[src/design/s20_8_pkg.sv]
`timescale 1ns / 1ps

package s20_8_pkg;

  localparam int WordW        = 32;
  localparam int NumWords     = 16;
  localparam int StepsPerDr   = 8;
  localparam int DrDefault    = 4;
  localparam int QrEntries    = 32;
  localparam int DataW        = WordW * NumWords;

  typedef logic [WordW-1:0] word_t;
  typedef logic [NumWords-1:0][WordW-1:0] block_t;
  typedef logic [3:0] widx_t;
  typedef logic [4:0] rot_t;

  // Quarter-round schedule: column round (entries 0..15), row round (16..31).
  localparam widx_t QR_T[QrEntries] = '{
    4'd4,  4'd8,  4'd12, 4'd0,  4'd9,  4'd13, 4'd1,  4'd5,
    4'd14, 4'd2,  4'd6,  4'd10, 4'd3,  4'd7,  4'd11, 4'd15,
    4'd1,  4'd2,  4'd3,  4'd0,  4'd6,  4'd7,  4'd4,  4'd5,
    4'd11, 4'd8,  4'd9,  4'd10, 4'd12, 4'd13, 4'd14, 4'd15
  };
  localparam widx_t QR_A[QrEntries] = '{
    4'd0,  4'd4,  4'd8,  4'd12, 4'd5,  4'd9,  4'd13, 4'd1,
    4'd10, 4'd14, 4'd2,  4'd6,  4'd15, 4'd3,  4'd7,  4'd11,
    4'd0,  4'd1,  4'd2,  4'd3,  4'd5,  4'd6,  4'd7,  4'd4,
    4'd10, 4'd11, 4'd8,  4'd9,  4'd15, 4'd12, 4'd13, 4'd14
  };
  localparam widx_t QR_B[QrEntries] = '{
    4'd12, 4'd0,  4'd4,  4'd8,  4'd1,  4'd5,  4'd9,  4'd13,
    4'd6,  4'd10, 4'd14, 4'd2,  4'd11, 4'd15, 4'd3,  4'd7,
    4'd3,  4'd0,  4'd1,  4'd2,  4'd4,  4'd5,  4'd6,  4'd7,
    4'd9,  4'd10, 4'd11, 4'd8,  4'd14, 4'd15, 4'd12, 4'd13
  };
  localparam rot_t QR_ROT[4] = '{5'd7, 5'd9, 5'd13, 5'd18};

  function automatic word_t rotl(input word_t v, input rot_t r);
    word_t res;
    res = (v << r) | (v >> (6'(WordW) - {1'b0, r}));
    return res;
  endfunction

endpackage

[src/design/s20_8_cell.sv]
`timescale 1ns / 1ps

module s20_8_cell
  import s20_8_pkg::*;
#(
  parameter int STEP = 0
) (
  input  logic   clk,
  input  logic   rst_n,
  input  logic   en,
  input  logic   prev_valid,
  input  block_t prev_state,
  input  block_t prev_orig,
  output logic   valid_r,
  output block_t state_r,
  output block_t orig_r
);

  localparam int RoundBase = (STEP / 4) * 16;
  localparam int Sub       = STEP % 4;

  logic   valid_nxt;
  block_t state_nxt;

  // Four independent quarter steps, one per column or row.
  always_comb begin
    state_nxt = prev_state;
    for (int g = 0; g < 4; g++) begin
      state_nxt[QR_T[5'(RoundBase + g * 4 + Sub)]] =
        prev_state[QR_T[5'(RoundBase + g * 4 + Sub)]] ^
        rotl(prev_state[QR_A[5'(RoundBase + g * 4 + Sub)]] +
             prev_state[QR_B[5'(RoundBase + g * 4 + Sub)]],
             QR_ROT[2'(Sub)]);
    end
  end

  assign valid_nxt = prev_valid;

  always_ff @(posedge clk) begin
    if (!rst_n) begin
      valid_r <= 1'b0;
    end else if (en) begin
      valid_r <= valid_nxt;
    end
  end

  always_ff @(posedge clk) begin
    if (en) begin
      state_r <= state_nxt;
      orig_r  <= prev_orig;
    end
  end

endmodule

[src/design/s20_8_outbuf.sv]
`timescale 1ns / 1ps

module s20_8_outbuf
  import s20_8_pkg::*;
(
  input  logic   clk,
  input  logic   rst_n,
  input  logic   last_valid,
  input  block_t last_state,
  input  block_t last_orig,
  output logic   pipe_en,
  output logic   out_valid_r,
  input  logic   out_ready,
  output block_t out_data_r
);

  logic   skid_valid_r;
  logic   skid_valid_nxt;
  logic   out_valid_nxt;
  block_t skid_data_r;
  block_t result;

  always_comb begin
    for (int i = 0; i < NumWords; i++) begin
      result[i] = last_state[i] + last_orig[i];
    end
  end

  assign pipe_en = !skid_valid_r;

  always_comb begin
    skid_valid_nxt = skid_valid_r;
    out_valid_nxt  = out_valid_r;
    if (skid_valid_r) begin
      if (out_ready) begin
        skid_valid_nxt = 1'b0;
      end
    end else if (!out_valid_r || out_ready) begin
      out_valid_nxt = last_valid;
    end else if (last_valid) begin
      skid_valid_nxt = 1'b1;
    end
  end

  always_ff @(posedge clk) begin
    if (!rst_n) begin
      skid_valid_r <= 1'b0;
      out_valid_r  <= 1'b0;
    end else begin
      skid_valid_r <= skid_valid_nxt;
      out_valid_r  <= out_valid_nxt;
    end
  end

  always_ff @(posedge clk) begin
    if (skid_valid_r) begin
      if (out_ready) begin
        out_data_r <= skid_data_r;
      end
    end else if (!out_valid_r || out_ready) begin
      out_data_r <= result;
    end else begin
      skid_data_r <= result;
    end
  end

endmodule

[src/design/salsa20_8_core.sv]
// Salsa20 core, one cell per column or row step: 8 cells per double round.
// Each block passes through the chain of cell registers and then the registered
// output stage before it is presented with out_tvalid.
// Throughput: one block per cycle; the cell chain stalls only while the
// output skid register is occupied.
// Reset (rst_n low, synchronous) empties the chain and the output stage.
`timescale 1ns / 1ps

module salsa20_8_core
  import s20_8_pkg::*;
#(
  parameter int DOUBLE_ROUNDS = DrDefault
) (
  input  logic             clk,
  input  logic             rst_n,
  input  logic             in_tvalid,
  output logic             in_tready,
  // in_w01, in_w23, in_w45, in_w67, in_w89, in_w1011, in_w1213, in_w1415
  input  logic [DataW-1:0] in_tdata,
  output logic             out_tvalid,
  input  logic             out_tready,
  // out_w01, out_w23, out_w45, out_w67, out_w89, out_w1011, out_w1213, out_w1415
  output logic [DataW-1:0] out_tdata
);

  localparam int NumCells = DOUBLE_ROUNDS * StepsPerDr;

  logic   pipe_en;
  logic   cell_valid [NumCells+1];
  block_t cell_state [NumCells+1];
  block_t cell_orig  [NumCells+1];
  block_t out_data;

  assign in_tready     = pipe_en;
  assign cell_valid[0] = in_tvalid;
  assign cell_state[0] = block_t'(in_tdata);
  assign cell_orig[0]  = block_t'(in_tdata);

  for (genvar k = 0; k < NumCells; k++) begin : g_cell
    s20_8_cell #(
      .STEP (k % StepsPerDr)
    ) u_cell (
      .clk        (clk),
      .rst_n      (rst_n),
      .en         (pipe_en),
      .prev_valid (cell_valid[k]),
      .prev_state (cell_state[k]),
      .prev_orig  (cell_orig[k]),
      .valid_r    (cell_valid[k+1]),
      .state_r    (cell_state[k+1]),
      .orig_r     (cell_orig[k+1])
    );
  end

  s20_8_outbuf u_outbuf (
    .clk         (clk),
    .rst_n       (rst_n),
    .last_valid  (cell_valid[NumCells]),
    .last_state  (cell_state[NumCells]),
    .last_orig   (cell_orig[NumCells]),
    .pipe_en     (pipe_en),
    .out_valid_r (out_tvalid),
    .out_ready   (out_tready),
    .out_data_r  (out_data)
  );

  assign out_tdata = DataW'(out_data);

endmodule

[config.mk]
export PLATFORM = sky130hd
export DESIGN_NAME = salsa20_8_core
export DESIGN_NICKNAME = d
export VERILOG_FILES = /design/src/design/s20_8_pkg.sv /design/src/design/s20_8_cell.sv /design/src/design/s20_8_outbuf.sv /design/src/design/salsa20_8_core.sv
export SDC_FILE = /design/constraint.sdc
export NUM_CORES = 1
export LEC_CHECK = 0
export ABC_AREA = 1
export BUFFER_PORTS_ARGS = -buffer_cell sky130_fd_sc_hd__buf_2
export CORE_AREA = 5 5 399 401
export CTS_CLUSTER_SIZE = 30
export DETAILED_ROUTE_END_ITERATION = 16
export DIE_AREA = 0 0 404 406
export PLACE_DENSITY = 0.3
export SYNTH_ARGS = -nofsm -noshare
export SYNTH_HDL_FRONTEND = slang
export SYNTH_SLANG_ARGS = --single-unit
[constraint.sdc]
create_clock -name clk -period 1 [get_ports clk]
set_input_delay 0.1 -clock clk [delete_from_list [all_inputs] [get_ports clk]]
set_output_delay 0.1 -clock clk [all_outputs]
set_load 0.02 [all_outputs]
==> results of run 1 <==
[synth_stat cells]
library cell	n	area share
a21oi_1	2	0.0020
buf_2	3	0.0030
buf_4	515	0.77
buf_6	3	0.0067
conb_1	1	0.00074
dfxtp_1	34	0.13
inv_1	1	0.00074
inv_2	1	0.00074
nand2_1	3	0.0022
nor2_1	60	0.045
nor2_2	5	0.0062
o21ai_0	28	0.028
o21ai_1	4	0.0040
or2_2	1	0.0012
[flip-flops by register name, summed over array words and instances (netlist names)]
register,flops
g_cell.u_cell.valid_r,32
u_outbuf.out_valid_r,1
u_outbuf.skid_valid_r,1
[logic make-up (layout without fill, tap and decap cells)]
logic type             count (synthesis)  in the layout
DFF                                   34             34
AOI/OAI and AO/OA                     34             34
buffers and inverters                523             22
and+or+nand+nor                       69             69
other                                  1            512
[final cells by class]
| class | count | area, µm² | area share |
|---|---|---|---|
| Clock buffer | 7 | 143 | 0.0240 |
| Multi-Input combinational cell | 615 | 2370 | 0.399 |
| Timing Repair Buffer | 12 | 154 | 0.0259 |
| Sequential cell | 34 | 682 | 0.115 |
| Tap cell | 2058 | 2570 | 0.434 |
| Inverter | 2 | 7.51 | 0.00127 |
| Clock inverter | 1 | 5.00 | 0.000844 |
[metal layers]
metal | track usage | part of all wire | up-vias
li1 | - | - | 1002
met1 | 0.00647 | 0.33 | 949
met2 | 0.00646 | 0.42 | 356
met3 | 0.00126 | 0.25 | 6
met4 | 0.00244 | 0.0064 | 0
met5 | 0 | 0 | -
[worst max-delay path, delay by kind of cell (launching register included)]
family | cells | cell delay (ps)
flops | 1 | 330
buf+inv | 3 | 290
[power by group]
| part | internal (mW) | switching (mW) |
|---|---|---|
| Combinational | 0.0197 | 1.76 |
| Sequential | 1.36 | 0.00351 |
| Clock | 0.986 | 0.534 |
| Total | 2.37 | 2.30 |
[per-stage QoR]
| step | setup WS [ps] | hold WS [ps] | util | std cells |
|---|---|---|---|---|
| after floorplan | 123 | 223 | - | 1172 |
| after global placement | 86.8 | 374 | 0.0368 | 2717 |
| after detailed placement | 93.8 | 366 | 0.0368 | 2717 |
| after CTS | -7.42 | 72.7 | 0.0382 | 2729 |
| after global routing | -20.9 | 87.9 | 0.0382 | 2729 |
| final | 11.8 | 75.9 | 0.0382 | 2729 |
[worst min path at each step]
stage | endpoint | slack (ps) | startpoint
final | u_outbuf.skid_valid_r$_SDFF_PN0_ | 80 | out_tready
after global routing | u_outbuf.skid_valid_r$_SDFF_PN0_ | 90 | out_tready
after CTS | u_outbuf.skid_valid_r$_SDFF_PN0_ | 70 | out_tready
after detailed placement | g_cell[0].u_cell.valid_r$_SDFFE_PN0N_ | 370 | in_tvalid
after global placement | u_outbuf.skid_valid_r$_SDFF_PN0_ | 370 | out_tready
after floorplan | u_outbuf.out_valid_r$_SDFFE_PN0P_ | 220 | rst_n
[what timing repair did]
action	in CTS	in global routing
resized for setup	4	15
pin swaps	0	0
gates cloned	1	0
setup buffers	3	0
endpoints found under the setup margin	1	15
==> flow_metrics.env, run 1 <==
export IMPL_wl_per_cell_um=2.29
export IMPL_crit_start="u_outbuf.skid_valid_r$_SDFF_PN0_"
export IMPL_rr_startpoint="u_outbuf.skid_valid_r$_SDFF_PN0_"
export IMPL_area_delta_synth_final_pct=17.4
export IMPL_status="complete, no violations"
export IMPL_fmax_mhz=1010
export IMPL_yosys_warnings=0
export IMPL_final_hold_viol_count=0
export IMPL_r2r_cells=4
export IMPL_arrival_ps=890
export IMPL_drv_cap=0
export IMPL_hpwlAfterDp_um=5060
export IMPL_seq_area_frac_synth=0.135
export IMPL_grt_overflow=0
export IMPL_synthXorXnorAreaFrac=0
export IMPL_drive_gt1_frac=0.0402
export IMPL_layout_commonest_cell="conb_1"
export IMPL_grt_first_pass_wirelength_um=6670
export IMPL_path_max_fanout=3
export IMPL_place_area_um2=5710
export IMPL_antenna_cells=0
export IMPL_crit_path_end="in_tready"
export IMPL_place_congestion=0.558
export IMPL_avgSynthCellArea_um2=7.64
export IMPL_syn_inst=661
export IMPL_cpPeakStageDelay_ps=330
export IMPL_insertion_delay_ps=270
export IMPL_fin_crit_sh=0.988
export IMPL_io_pins=1030
export IMPL_design_area_um2=5930
export IMPL_p_total_mw=4.67
export IMPL_drc_errors=0
export IMPL_row_count=145
export IMPL_antenna_found_initial=0
export IMPL_cp_cell_sequence="inv_2 -> buf_12 -> buf_8"
export IMPL_reg2reg_to="g_cell[23].u_cell.valid_r$_SDFFE_PN0N_"
export IMPL_rsz0062_at_grt="true"
export IMPL_die_area_um2=164000
export IMPL_peakVddDrop_mv=0.598
export IMPL_power_density_nw_per_um2=786
export IMPL_numCtsBuffers=5
export IMPL_holdCritPathClass="input port to flop"
export IMPL_fin_skew_ps=2.33
export IMPL_final_nets=1186
export IMPL_syn_cell_area_um2=5050
export IMPL_clkSlewWorstSetupHoldPaths_ps=50
export IMPL_firstDrtPassIters=4
export IMPL_synth_ff_latch_count=34
export IMPL_cts_tree="built"
export IMPL_start_util=0.0325
export IMPL_min_path_cells=3
export IMPL_synth_area_mux_share=0
export IMPL_setup_viol=0
export IMPL_critPathLaunchType="flop"
export IMPL_synth_top_family_by_area="buffers and inverters"
export IMPL_wl_um=6260
export IMPL_holdBufCountCts=0
export IMPL_slew_viol_final=0
export IMPL_htreeDepth=2
export IMPL_worstPathRequired_ps=900
export IMPL_grt_start_max_net_pins=34
export IMPL_io_buffers=5
export IMPL_cts_path_max_buffers=2
export IMPL_final_cell_mix="conb_1 (512), nor2_1 (60), dfxtp_1 (33)"
export IMPL_crit_slowest_cell="dfxtp_2"
export IMPL_fin_tns_setup_ps=0
export IMPL_core_region_area_um2=155000
export IMPL_fillerInstances=18600
export IMPL_synthSimpleGateAreaFrac=0.0542
export IMPL_vias=2313
export IMPL_synth_fa_ha_area_frac=0
export IMPL_synth_cell_types=14
export IMPL_crit_type="flop to primary output"
export IMPL_antenna_left=0
export IMPL_cts_root_buffer="clkbuf_16"
export IMPL_synth_compound_area_frac=0.0337
export IMPL_dieWidth_um=404
export IMPL_min_period_ps=988
export IMPL_die_height_um=406
export IMPL_drtIter0Drc=38
export IMPL_r2r_slack_ps=40
export IMPL_viasPerCell=0.848
export IMPL_grt_usage=0.00465
export IMPL_grt_pass1_vias=1685
export IMPL_power_leakage_nw=2.39
export IMPL_cts_sinks=34
export IMPL_worst_setup_path_end_kind="primary output"
Power figures use the tool's default switching activity.
==> run 2: changes to the inputs <==
--- a/config.mk
+++ b/config.mk
@@ -12,6 +12,7 @@
 export DETAILED_ROUTE_END_ITERATION = 16
 export DIE_AREA = 0 0 404 406
 export PLACE_DENSITY = 0.3
+export SETUP_SLACK_MARGIN = 0.02
 export SYNTH_ARGS = -nofsm -noshare
 export SYNTH_HDL_FRONTEND = slang
 export SYNTH_SLANG_ARGS = --single-unit
==> run 2 against run 1 <==
Hold slack got worse by 9.3 ps. Final area increased by 0.27%. Routed wire length about the same. Die area unchanged. Critical endpoint unchanged. Critical path type unchanged.
==> flow_metrics.env, run 2 (synthesis results as in run 1) <==
export IMPL_status="complete, no violations"
export IMPL_use_met3=0.00126
export IMPL_p_int_mw=2.37
export IMPL_fin_skew_ps=1.40
export IMPL_reg_top3="g_cell.u_cell.valid_r (32), u_outbuf.out_valid_r (1), u_outbuf.skid_valid_r (1)"
export IMPL_largest_reg_flops=32
export IMPL_hpwlAfterDp_um=5060
export IMPL_cts_tree="built"
export IMPL_layout_commonest_cell="conb_1"
export IMPL_largest_register="g_cell.u_cell.valid_r"
export IMPL_p_seq_frac=0.293
export IMPL_crit_type="flop to primary output"
export IMPL_fillerInstances=18600
export IMPL_finalWorstSetupSlack_ps=9.53
export IMPL_drv_cap=0
export IMPL_setup_viol=0
export IMPL_insertion_delay_ps=270
export IMPL_vias=2317
export IMPL_viasPerCell=0.849
export IMPL_place_area_um2=5710
export IMPL_dp_slack_ps=93.8
export IMPL_cts_path_max_buffers=2
export IMPL_grt_pass1_vias=1685
export IMPL_row_count=145
export IMPL_critPathLaunchType="flop"
export IMPL_die_area_um2=164000
export IMPL_io_buffers=5
export IMPL_hold_worst_slack_ps=66.6
export IMPL_fin_util=0.0383
export IMPL_design_area_um2=5950
export IMPL_firstDrtPassIters=2
export IMPL_grt_overflow=0
export IMPL_core_region_area_um2=155000
export IMPL_pwr_share_comb=0.382
export IMPL_io_pins=1030
export IMPL_final_cell_mix="conb_1 (512), nor2_1 (58), dfxtp_1 (33)"
export IMPL_start_util=0.0325
export IMPL_die_height_um=406
export IMPL_rsz0062_at_grt="true"
export IMPL_antenna_found_initial=0
export IMPL_grt_first_pass_wirelength_um=6670
export IMPL_final_nets=1186
export IMPL_stdcell_count=2729
export IMPL_cts_sinks=34
export IMPL_grt_start_max_net_pins=34
export IMPL_pwr_share_clk=0.325
export IMPL_cpPeakStageDelay_ps=330
export IMPL_final_hold_viol_count=0
export IMPL_regArea_um2=682
export IMPL_crit_slowest_cell="dfxtp_2"
export IMPL_power_switching_mw=2.30
export IMPL_top_usage_layer="met1"
export IMPL_drtIter0Drc=37
export IMPL_swShare=0.492
export IMPL_power_leakage_nw=2.39
export IMPL_wl_um=6260
export IMPL_p_total_mw=4.67
export IMPL_gr_usage_met1=0.00647
export IMPL_fin_crit_sh=0.990
export IMPL_cts_root_buffer="clkbuf_16"
export IMPL_clkSlewWorstSetupHoldPaths_ps=50
export IMPL_power_density_nw_per_um2=784
export IMPL_area_delta_synth_final_pct=17.8
export IMPL_grt_usage=0.00465
export IMPL_numCtsBuffers=5
export IMPL_holdCritPathClass="input port to flop"
export IMPL_min_period_ps=990
export IMPL_antenna_left=0
export IMPL_slew_viol_final=0
export IMPL_drc_errors=0
export IMPL_fmax_mhz=1010
export IMPL_critical_path_top_delay_family="flip-flops"
export IMPL_multiInputGateArea_um2=2380
export IMPL_antenna_cells=0
export IMPL_arrival_ps=890
export IMPL_wl_per_cell_um=2.29
export IMPL_path_max_fanout=3
export IMPL_worstPathRequired_ps=900
export IMPL_place_inst=2717
export IMPL_htreeDepth=2
export IMPL_grtUsageMet2=0.00646
export IMPL_place_congestion=0.558
export IMPL_dieWidth_um=404
export IMPL_worst_setup_path_end_kind="primary output"
export IMPL_crit_buf_inv=3
export IMPL_peakVddDrop_mv=0.598
export IMPL_drive_gt1_frac=0.0462
export IMPL_fin_tns_setup_ps=0
export IMPL_holdBufCountCts=0
export IMPL_cp_cell_sequence="inv_2 -> buf_12 -> buf_8"
[run 2: cell counts in the layout (fill, tap and decap cells not counted)]
No cell type changed its count.
[run 2: final timing paths]
| check | startpoint | end | slack (ps) | cells after the start |
|---|---|---|---|---|
| setup reg to reg | u_outbuf.skid_valid_r$_SDFF_PN0_ | g_cell[23].u_cell.valid_r$_SDFFE_PN0N_ | 40 | 4 |
| hold / removal | in_tvalid | g_cell[0].u_cell.valid_r$_SDFFE_PN0N_ | 70 | 3 |
| setup / recovery | u_outbuf.skid_valid_r$_SDFF_PN0_ | in_tready | 10 | 3 |
| hold reg to reg | g_cell[5].u_cell.valid_r$_SDFFE_PN0N_ | g_cell[6].u_cell.valid_r$_SDFFE_PN0N_ | 470 | 2 |
[run 2: cell type report]
cell class	count	share of cell area
Tap cell	2058	0.433
Sequential cell	34	0.115
Multi-Input combinational cell	615	0.400
Clock inverter	1	0.000841
Timing Repair Buffer	12	0.0265
Inverter	2	0.00126
Clock buffer	7	0.0240
[run 2: repair_timing]
action                                  in CTS  in global routing
pin swaps                                    0                  0
gates cloned                                 1                  0
endpoints found under the setup margin       1                 18
gates resized for setup                      4                 25
setup buffers                                3                  0
[run 2: power groups by stage]
| stage | Clock (mW) | Combinational (mW) | Sequential (mW) |
|---|---|---|---|
| floorplan | 0 | 3.22 | 1.39 |
| global placement | 0 | 1.71 | 1.39 |
| detailed placement | 0 | 1.70 | 1.39 |
| CTS | 1.58 | 1.70 | 1.37 |
| global route | 1.63 | 1.91 | 1.37 |
| finish | 1.52 | 1.78 | 1.37 |
[run 2: worst min-delay path: cells and delay by family]
kind,cells,cell delay (ps)
AO/OA/AOI/OAI,1,60
buffers and inverters,1,80
AND/OR/NAND/NOR,1,70
[run 2: routing by layer]
layer,wire [µm],vias up,share of wire
met5,0,-,0
met4,40,0,0.0064
met3,1540,6,0.25
met2,2610,356,0.42
met1,2070,951,0.33
li1,-,1004,-
